### src/design/pcrq_pkg.sv
// ============================================================================
// pcrq_pkg: shared types and codes for the per-CPU run queue block
// Holds the request and result structs, function codes and status codes.
// ============================================================================
`timescale 1ns / 1ps
`default_nettype none

package pcrq_pkg;

    localparam int FIELD_ID_BITS = 16;

    typedef enum logic [1:0] {
        FUNC_ENQUEUE = 2'd0,
        FUNC_REMOVE  = 2'd1,
        FUNC_PICK    = 2'd2,
        FUNC_NONE    = 2'd3
    } func_t;

    typedef enum logic [1:0] {
        ST_OK        = 2'd0,
        ST_FULL      = 2'd1,
        ST_NOT_FOUND = 2'd2,
        ST_EMPTY     = 2'd3
    } status_t;

    localparam logic [0:0] CFG_ACTIVE_CPUS = 1'b0;
    localparam logic [0:0] CFG_SPREAD_MODE = 1'b1;

    typedef struct packed {
        logic [1:0]               func;
        logic [FIELD_ID_BITS-1:0] thread_id;
        logic [2:0]               cpu;
    } req_t;

    typedef struct packed {
        logic [1:0]               status;
        logic [FIELD_ID_BITS-1:0] picked_thread;
        logic [2:0]               queue_used;
        logic                     stolen;
    } rsp_t;

endpackage

`default_nettype wire

### src/design/per_cpu_run_queue_stealer.sv
// ============================================================================
// per_cpu_run_queue_stealer: per-CPU FIFO run queues with work stealing
// One ring buffer per CPU in a shared slot memory; enqueue, remove by id
// with gap closing, and pick with stealing from the lowest active queue.
// ============================================================================
//  channel  | direction | handshake        | payload
//  ---------+-----------+------------------+------------------------------
//  req      | in        | req_valid/stall  | func, thread_id, cpu
//  rsp      | out       | rsp_valid/stall  | status, picked_thread, ...
//  cfg      | in        | cfg_we           | cfg_index, cfg_data
//
// One request is worked on at a time. A remove reads the active queues slot
// by slot through the slot memory, whose read data is registered: it compares
// each occupied slot searched, steps over to the next queue when one runs
// out, and after a hit shifts the later slots down one place. Reset clears
// fill counts, heads and the placement pointer at once; no clearing pass is
// needed. The result sits in an output register; while it is stalled, the
// next request is taken only after the result leaves.
`timescale 1ns / 1ps
`default_nettype none

module per_cpu_run_queue_stealer #(
    parameter int CPU_COUNT   = 8,
    parameter int QUEUE_DEPTH = 16,
    parameter int ID_BITS     = 16
) (
    input  wire logic            clk,
    input  wire logic            rst_n,
    input  wire logic            req_valid,
    output logic                 req_stall,
    input  wire pcrq_pkg::req_t  req,
    output logic                 rsp_valid,
    input  wire logic            rsp_stall,
    output pcrq_pkg::rsp_t       rsp,
    input  wire logic            cfg_we,
    input  wire logic [0:0]      cfg_index,
    input  wire logic [3:0]      cfg_data
);
    import pcrq_pkg::*;

    localparam int CW = (CPU_COUNT > 1) ? $clog2(CPU_COUNT) : 1;
    localparam int PW = (QUEUE_DEPTH > 1) ? $clog2(QUEUE_DEPTH) : 1;
    localparam int FW = $clog2(QUEUE_DEPTH + 1);
    localparam int AW = CW + PW;
    localparam int NW = $clog2(CPU_COUNT + 1);
    localparam int IW = (ID_BITS < FIELD_ID_BITS) ? ID_BITS : FIELD_ID_BITS;

    typedef enum logic [6:0] {
        S_IDLE   = 7'b0000001,
        S_DISP   = 7'b0000010,
        S_SREAD  = 7'b0000100,
        S_SCMP   = 7'b0001000,
        S_SHRD   = 7'b0010000,
        S_SHWR   = 7'b0100000,
        S_PICK   = 7'b1000000
    } state_t;

    // Slot memory: one read port and one write port, read data registered.
    logic [IW-1:0] mem [CPU_COUNT*QUEUE_DEPTH];
    logic [IW-1:0] rd_data_reg;
    logic          mem_we;
    logic [AW-1:0] mem_waddr, mem_raddr;
    logic [IW-1:0] mem_wdata;

    always_ff @(posedge clk)
    begin
        if (mem_we)
        begin
            mem[mem_waddr] <= mem_wdata;
        end
        rd_data_reg <= mem[mem_raddr];
    end

    logic [FW-1:0] fill_reg [CPU_COUNT];
    logic [PW-1:0] head_reg [CPU_COUNT];
    logic [CW-1:0] ptr_reg;
    logic [NW-1:0] active_reg;
    logic          spread_reg;
    state_t        state_reg;
    req_t          req_reg;
    rsp_t          rsp_reg;
    logic          rsp_valid_reg;
    logic [CW-1:0] q_reg;
    logic [FW-1:0] p_reg;
    logic          stolen_reg;

    assign req_stall = (state_reg != S_IDLE) || rsp_valid_reg;
    assign rsp_valid = rsp_valid_reg;
    assign rsp       = rsp_reg;

    function automatic logic [AW-1:0] addr_of(input logic [CW-1:0] q,
                                              input logic [PW-1:0] head,
                                              input logic [FW-1:0] pos);
        logic [PW:0] s;
        s = {1'b0, head} + (PW+1)'(pos);
        if (QUEUE_DEPTH != (1 << PW) && s >= (PW+1)'(QUEUE_DEPTH))
        begin
            s = s - (PW+1)'(QUEUE_DEPTH);
        end
        return AW'(q * QUEUE_DEPTH) + AW'(s[PW-1:0]);
    endfunction

    // Pick choice: own queue first, else the lowest other non-empty active.
    logic          pick_found;
    logic [CW-1:0] pick_q;
    logic          pick_steal;

    always_comb
    begin
        pick_found = 1'b0;
        pick_q     = '0;
        pick_steal = 1'b0;
        if ({1'b0, req_reg.cpu} < 4'(active_reg) && 32'(req_reg.cpu) < CPU_COUNT
            && fill_reg[CW'(req_reg.cpu)] != '0)
        begin
            pick_found = 1'b1;
            pick_q     = CW'(req_reg.cpu);
        end
        else
        begin
            for (int i = CPU_COUNT - 1; i >= 0; i--)
            begin
                if (i < int'(active_reg) && i != int'(req_reg.cpu) && fill_reg[i] != '0)
                begin
                    pick_found = 1'b1;
                    pick_q     = CW'(i);
                    pick_steal = 1'b1;
                end
            end
        end
    end

    logic [CW-1:0] enq_q;
    assign enq_q = (spread_reg && NW'(ptr_reg) < active_reg) ? ptr_reg : '0;

    always_comb
    begin
        mem_we    = 1'b0;
        mem_waddr = addr_of(q_reg, head_reg[q_reg], p_reg);
        mem_wdata = rd_data_reg;
        mem_raddr = addr_of(q_reg, head_reg[q_reg], p_reg);
        case (state_reg)
            S_DISP:
            begin
                if (req_reg.func == FUNC_ENQUEUE && fill_reg[enq_q] < FW'(QUEUE_DEPTH))
                begin
                    mem_we    = 1'b1;
                    mem_waddr = addr_of(enq_q, head_reg[enq_q], fill_reg[enq_q]);
                    mem_wdata = req_reg.thread_id[IW-1:0];
                end
                mem_raddr = addr_of(pick_q, head_reg[pick_q], '0);
            end
            S_SHRD:
            begin
                mem_raddr = addr_of(q_reg, head_reg[q_reg], p_reg + FW'(1));
            end
            S_SHWR:
            begin
                mem_we = 1'b1;
            end
            default:
            begin
            end
        endcase
    end

    always_ff @(posedge clk or negedge rst_n)
    begin
        if (!rst_n)
        begin
            for (int i = 0; i < CPU_COUNT; i++)
            begin
                fill_reg[i] <= '0;
                head_reg[i] <= '0;
            end
            ptr_reg       <= '0;
            active_reg    <= NW'(1);
            spread_reg    <= 1'b0;
            state_reg     <= S_IDLE;
            rsp_valid_reg <= 1'b0;
            q_reg         <= '0;
            p_reg         <= '0;
            stolen_reg    <= 1'b0;
        end
        else
        begin
            if (cfg_we)
            begin
                if (cfg_index == CFG_ACTIVE_CPUS)
                begin
                    if (cfg_data == 4'd0)
                        active_reg <= NW'(1);
                    else if (32'(cfg_data) > CPU_COUNT)
                        active_reg <= NW'(CPU_COUNT);
                    else
                        active_reg <= NW'(cfg_data);
                end
                else
                begin
                    spread_reg <= cfg_data[0];
                end
            end
            if (rsp_valid_reg && !rsp_stall)
            begin
                rsp_valid_reg <= 1'b0;
            end
            case (state_reg)
                S_IDLE:
                begin
                    if (req_valid && !req_stall && req.func != FUNC_NONE)
                    begin
                        req_reg   <= req;
                        state_reg <= S_DISP;
                    end
                end
                S_DISP:
                begin
                    case (req_reg.func)
                        FUNC_ENQUEUE:
                        begin
                            if (fill_reg[enq_q] >= FW'(QUEUE_DEPTH))
                            begin
                                rsp_reg <= '{status: ST_FULL, picked_thread: '0,
                                             queue_used: 3'(enq_q), stolen: 1'b0};
                            end
                            else
                            begin
                                rsp_reg <= '{status: ST_OK, picked_thread: '0,
                                             queue_used: 3'(enq_q), stolen: 1'b0};
                                fill_reg[enq_q] <= fill_reg[enq_q] + FW'(1);
                                if (spread_reg)
                                    ptr_reg <= (NW'(enq_q) + NW'(1) >= active_reg)
                                               ? '0 : enq_q + CW'(1);
                            end
                            rsp_valid_reg <= 1'b1;
                            state_reg     <= S_IDLE;
                        end
                        FUNC_REMOVE:
                        begin
                            q_reg     <= '0;
                            p_reg     <= '0;
                            state_reg <= S_SREAD;
                        end
                        default:
                        begin
                            if (pick_found)
                            begin
                                q_reg      <= pick_q;
                                stolen_reg <= pick_steal;
                                state_reg  <= S_PICK;
                            end
                            else
                            begin
                                rsp_reg <= '{status: ST_EMPTY, picked_thread: '0,
                                             queue_used: '0, stolen: 1'b0};
                                rsp_valid_reg  <= 1'b1;
                                state_reg      <= S_IDLE;
                            end
                        end
                    endcase
                end
                S_PICK:
                begin
                    rsp_reg <= '{status: ST_OK,
                                 picked_thread: FIELD_ID_BITS'(rd_data_reg),
                                 queue_used: 3'(q_reg), stolen: stolen_reg};
                    head_reg[q_reg] <= (32'(head_reg[q_reg]) + 1 >= QUEUE_DEPTH)
                                       ? '0 : head_reg[q_reg] + PW'(1);
                    fill_reg[q_reg] <= fill_reg[q_reg] - FW'(1);
                    rsp_valid_reg   <= 1'b1;
                    state_reg       <= S_IDLE;
                end
                S_SREAD:
                begin
                    // Walk to the next occupied slot, or finish on a miss.
                    if (p_reg < fill_reg[q_reg])
                    begin
                        state_reg <= S_SCMP;
                    end
                    else if (NW'(q_reg) + NW'(1) < active_reg)
                    begin
                        q_reg <= q_reg + CW'(1);
                        p_reg <= '0;
                    end
                    else
                    begin
                        rsp_reg <= '{status: ST_NOT_FOUND, picked_thread: '0,
                                     queue_used: '0, stolen: 1'b0};
                        rsp_valid_reg  <= 1'b1;
                        state_reg      <= S_IDLE;
                    end
                end
                S_SCMP:
                begin
                    if (rd_data_reg == req_reg.thread_id[IW-1:0])
                    begin
                        state_reg <= S_SHRD;
                    end
                    else
                    begin
                        p_reg     <= p_reg + FW'(1);
                        state_reg <= S_SREAD;
                    end
                end
                S_SHRD:
                begin
                    // Close the gap one entry at a time, then drop the tail.
                    if (p_reg + FW'(1) < fill_reg[q_reg])
                    begin
                        state_reg <= S_SHWR;
                    end
                    else
                    begin
                        fill_reg[q_reg]    <= fill_reg[q_reg] - FW'(1);
                        rsp_reg <= '{status: ST_OK, picked_thread: '0,
                                     queue_used: 3'(q_reg), stolen: 1'b0};
                        rsp_valid_reg      <= 1'b1;
                        state_reg          <= S_IDLE;
                    end
                end
                S_SHWR:
                begin
                    p_reg     <= p_reg + FW'(1);
                    state_reg <= S_SHRD;
                end
                default:
                begin
                    state_reg <= S_IDLE;
                end
            endcase
        end
    end

endmodule

`default_nettype wire
### config.mk
export PLATFORM = sky130hd
export DESIGN_NAME = per_cpu_run_queue_stealer
export DESIGN_NICKNAME = d
export VERILOG_FILES = /design/src/design/pcrq_pkg.sv /design/src/design/per_cpu_run_queue_stealer.sv
export SDC_FILE = /design/constraint.sdc
export NUM_CORES = 2
export LEC_CHECK = 0
export BUFFER_PORTS_ARGS = -buffer_cell sky130_fd_sc_hd__clkbuf_2
export CELL_PAD_IN_SITES_DETAIL_PLACEMENT = 2
export CELL_PAD_IN_SITES_GLOBAL_PLACEMENT = 2
export CORE_MARGIN = 3
export CORE_UTILIZATION = 50
export CTS_CLUSTER_DIAMETER = 150
export DETAILED_ROUTE_END_ITERATION = 12
export MAX_ROUTING_LAYER = met4
export PLACE_DENSITY = 0.92
export SYNTH_ARGS = -nofsm -noshare
export SYNTH_HDL_FRONTEND = slang
export SYNTH_SLANG_ARGS = --single-unit
### constraint.sdc
create_clock -name clk -period 10.65 [get_ports clk]
set_clock_uncertainty 0.1 [all_clocks]
set_input_delay 0.5325 -clock clk [delete_from_list [all_inputs] [get_ports clk]]
set_output_delay 0.5325 -clock clk [all_outputs]
set_load 0.005 [all_outputs]
==> results.json, run 1 <==
{
  "gp_congestion": 0.9798,
  "dieWidth_um": 440.9,
  "yosysSeqAreaShare": 0.6930,
  "ys_ff_latch": 2204,
  "synth_ff_type": "edfxtp_1",
  "netlist_area_sq_um": 94580,
  "synth-async-reset-ratio": 0.04401,
  "synth_edf_count": 2091,
  "num_rows": 159,
  "io_pins": 55,
  "syn_nets": 7011,
  "hpwl_um": 299400,
  "outcome": "did not finish",
  "fp.dieH_um": 440.9,
  "syn_avg_cell_area_sq_um": 13.62,
  "ys_types": 122,
  "netlist_instances": 6943,
  "last-stage-reached": "detailed placement",
  "yosysWarnings": 0,
  "portBuffers": 54,
  "toolErrorMsg": "[ERROR DPL-0033] detailed placement checks failed during check placement.",
  "initial_core_util": 0.5031
}
synth_stat cells, types with 19 or more instances:
library cell     n  area share
a21boi_0        77      0.0061
a211oi_1       112      0.0089
a31oi_1         71      0.0047
or4_1           20      0.0016
nand3_1        445       0.024
buf_4           72      0.0057
a2111oi_0       27      0.0025
mux2i_1        375       0.040
o221ai_1        67      0.0062
edfxtp_1      2091        0.66
xnor2_1         27      0.0025
a21o_1          19      0.0015
a221oi_1        62      0.0057
nand2_1       1142       0.045
a22oi_1         81      0.0064
dfrtp_1         95       0.025
buf_2          177      0.0094
nor4_1          38      0.0025
a21oi_1        223       0.012
and2_1          21      0.0014
o211ai_1        42      0.0033
a222oi_1        20      0.0021
mux2_2          63      0.0075
ha_1            34      0.0045
or3_1           19      0.0013
a32oi_1         20      0.0019
o22ai_1        113      0.0075
nand3b_1        24      0.0019
nor3_1          59      0.0031
nor2_1         294       0.012
a22o_1          41      0.0038
buf_6           46      0.0055
a211o_1         22      0.0020
o21ai_0        211       0.011
inv_1           39      0.0015
o2111ai_1       37      0.0034
and3_1          31      0.0021
a221o_1         28      0.0030
nand4_1         40      0.0026
a311oi_1        45      0.0042
clkbuf_1       157      0.0062
metrics by stage:
stage,cells,area [sq um]
3_3_place_gp,9279,97900
2_1_floorplan,6943,94580
logic make-up after synthesis:
kind of cell,Yosys count,share of synthesized area
AND/OR/NAND/NOR,2203,0.1032
adder cells (fa/ha/maj),37,0.005133
flip-flops,2204,0.6930
AO/OA/AOI/OAI,1485,0.1136
multiplexers,454,0.05100
buffers and inverters,523,0.03060
XOR/XNOR,37,0.003426
==> run 2: changes to the inputs <==
==> config.mk (replaced) <==
export PLATFORM = sky130hd
export DESIGN_NAME = per_cpu_run_queue_stealer
export DESIGN_NICKNAME = d
export VERILOG_FILES = /design/src/design/pcrq_pkg.sv /design/src/design/per_cpu_run_queue_stealer.sv
export SDC_FILE = /design/constraint.sdc
export NUM_CORES = 2
export LEC_CHECK = 0
export BUFFER_PORTS_ARGS = -buffer_cell sky130_fd_sc_hd__clkbuf_2
export CORE_MARGIN = 3
export CORE_UTILIZATION = 35
export DETAILED_ROUTE_END_ITERATION = 12
export PLACE_DENSITY_LB_ADDON = 0.15
export SYNTH_ARGS = -nofsm -noshare
export SYNTH_HDL_FRONTEND = slang
export SYNTH_SLANG_ARGS = --single-unit
==> results.json, run 2 <==
{
  "outcome": "complete, but fails checks",
  "violations": "capacitance limit, slew limit",
  "grt_max_degree": 125,
  "first_iter_violations": 9369,
  "final.setup.tns_ns": 0,
  "yosysMostFrequentCell": "edfxtp_1",
  "drtPass1Iterations": 8,
  "synth_area_leaders": "edfxtp_1, nand2_1, mux2i_1",
  "maxCapViolations": 2,
  "slew_headroom": -0.03679,
  "power.total_uw": 34840,
  "p_clk_frac": 0.229,
  "worstPathCellList": "inv_1, nand2_1, o22a_1, o21ai_0, a221oi_1, ha_1, inv_1, fa_1, o21ai_0, inv_1, o211a_4, buf_4, nor2_4, buf_4, a221oi_1, a21boi_0, nor4b_1, nor3_1, nor4_1",
  "largest_reg_flops": 2048,
  "muxShareOfSynthArea": 0.05100,
  "initial_core_util": 0.3524,
  "finalMaxSlewViolations": 2,
  "ant_nets": 0,
  "worst_pin_slew_ns": 1.516,
  "synth-async-reset-ratio": 0.04401,
  "crit_arrival_ns": 9.49,
  "root_buffer": "clkbuf_16",
  "post-cts-setup-buffer-count": 0,
  "netlist_instances": 6943,
  "grt-ovfl-total": 0,
  "layout_setup_ws_ns": 1.779,
  "p_switching_uw": 15560,
  "hpwl_um": 220900,
  "critPathMostFrequentCell": "inv_1",
  "final_cell_mix": "edfxtp_1, nand2_1, nand3_1",
  "setup_viol": 0,
  "leakagePower_uw": 0.03604,
  "cp_data_required_time_ns": 11.27,
  "path_buf_inv": 5,
  "rsz0062_at_grt": "no",
  "vdd_drop_max_mv": 0.5037,
  "cp_slowest_cell": "nor3_1",
  "grt_pass1_vias": 61510,
  "drive_gt1_frac": 0.1206,
  "ys_ff_latch": 2204,
  "cts.sinks": 2204,
  "totalWireLength_um": 368400,
  "synth_top_cells_by_count": "edfxtp_1, nand2_1, nand3_1",
  "gp_congestion": 0.8992,
  "fp.dieH_um": 525.8,
  "synth-xor-area-share": 0.003426,
  "place_ws_ns": 2.010,
  "crit_fanout": 38,
  "syn_avg_cell_area_sq_um": 13.62,
  "synth_ff_type": "edfxtp_1",
  "clk_pin_slew_ns": 0.06,
  "routed_via_density": 6.052,
  "yosysSeqAreaShare": 0.6930,
  "cts_tree": "yes",
  "io_pins": 55,
  "synth_compound_area_frac": 0.1136,
  "post-route-period-util": 0.8329,
  "yosysWarnings": 0,
  "routedWlPerCell_um": 34.18,
  "netlist_area_sq_um": 94580,
  "synth_top_area_share": 0.6639,
  "crit_cells": 19,
  "portBuffers": 54,
  "dieWidth_um": 525.8,
  "startpoint": "q_reg[0]$_DFFE_PN0P_",
  "hold_viol_final": 0,
  "synth_edf_count": 2091,
  "final_common_cell": "edfxtp_1",
  "p_comb_frac": 0.453,
  "final_nets": 7081,
  "clockBufferDepth": 3,
  "die_area_sq_um": 276500,
  "vias": 65230,
  "rr_worst_depth": 19,
  "area_growth_pct": 13.05,
  "numCtsBuffers": 236,
  "antenna_found_initial": 21,
  "ys_types": 122,
  "clock.fmax_mhz": 112.7,
  "grt_pass1_wl_um": 510200,
  "crit_family": "compound AO/OA/AOI/OAI gates",
  "p_sw_frac": 0.4467,
  "regToRegStartpoint": "q_reg[0]$_DFFE_PN0P_",
  "internal_power_uw": 19270,
  "worstSetupStartpointType": "flop",
  "synth_top_family_by_area": "compound AO/OA/AOI/OAI gates",
  "clk_latency_ns": 0.92,
  "cp-end-kind": "flop",
  "grt_util_all_layers": 0.2588,
  "yosys.area.top_type": "edfxtp_1",
  "h-tree-depth": 4,
  "syn_nets": 7011,
  "path_class": "flop to flop",
  "min_path_cells": 3,
  "pwr-share-seq": 0.318,
  "num_rows": 190,
  "r2r_end": "rd_data_reg[0]$_DFF_P_",
  "ff2ff_setup_slack_ns": 1.78,
  "max_stage_delay_ns": 1.03,
  "cp-endpoint": "rd_data_reg[0]$_DFF_P_",
  "powerDensity_nw_per_um2": 325.8,
  "min_period_ns": 8.871,
  "coreArea_sq_um": 268400,
  "min_path_type": "primary input to flop",
  "synthAdderAreaFrac": 0.005133,
  "drc_errors": 0,
  "finish.utilization": 0.3984,
  "synthSimpleGateAreaFrac": 0.1032
}
## run 2: area by class of cell
type	count	area, sq um
Multi-Input combinational cell	4216	26730
Timing Repair Buffer	314	2620
Clock buffer	322	6401
Antenna cell	5	12.51
Inverter	41	153.9
Tap cell	3552	4444
Clock inverter	125	1023
Fill cell	24890	161500
Sequential cell	2204	65540
## run 2: worst min-delay path: cells and delay by family
family	cells	cell delay, ns
simple gates	1	0.19
mux	1	0.19
buf+inv	1	0.09
## run 2: cell families (layout without fill, tap and decap cells)
kind of cell	Yosys count	in the layout
buf+inv	523	802
fa+ha+maj	37	37
mux	454	454
xor+xnor	37	37
flops	2204	2204
compound gates	1485	1485
simple gates	2203	2203
other cells	0	5
## run 2: worst min-delay path by stage
stage	from	to	slack, ns
finish	cfg_we	active_reg[3]$_DFFE_PN0P_	0.08
global route	cfg_we	active_reg[3]$_DFFE_PN0P_	0.08
CTS	cfg_we	active_reg[3]$_DFFE_PN0P_	0.007
detailed placement	rst_n	state_reg[5]$_DFFE_PN0P_	0.33
global placement	rst_n	state_reg[2]$_DFFE_PN0P_	0.33
floorplan	rst_n	active_reg[1]$_DFFE_PN0P_	0.14
## run 2: per-layer routing
metal | global-route usage | vias up | routed length (um) | part of all wire
li1 | - | 27160 | - | -
met1 | 0.3648 | 33750 | 153700 | 0.42
met2 | 0.3915 | 3624 | 163100 | 0.44
met3 | 0.05406 | 690 | 35260 | 0.096
met4 | 0.09987 | 4 | 16350 | 0.044
met5 | 0 | - | 29 | 0.000079
## run 2: metrics by stage
| step | cells | cell area, sq um | hold WS, ns |
|---|---|---|---|
| 2_1_floorplan | 6943 | 94580 | 0.1369 |
| 3_3_place_gp | 10290 | 99130 | 0.3313 |
| 3_5_place_dp | 10290 | 99140 | 0.3336 |
| 4_1_cts | 10770 | 106900 | 0.006711 |
| 5_1_grt | 10780 | 106900 | 0.08008 |
| 6_report | 10780 | 106900 | 0.07573 |
## run 2: power groups by stage
stage	logic, uW	registers (uW)	clock network [uW]
after detailed placement	15500	11200	0
final	15800	11100	7990
after global routing	16400	11100	8450
after global placement	15500	11200	0
after CTS	15600	11000	8100
after floorplan	8870	11100	0
## run 2: what timing repair did
action / 4_1_cts / 5_1_grt
gates resized for setup: 0 / 0
endpoints found under the setup margin: 0 / 0
endpoints found under the hold margin: 79 / 0
hold buffers: 33 / 0
(Power assumes the default switching activity.)
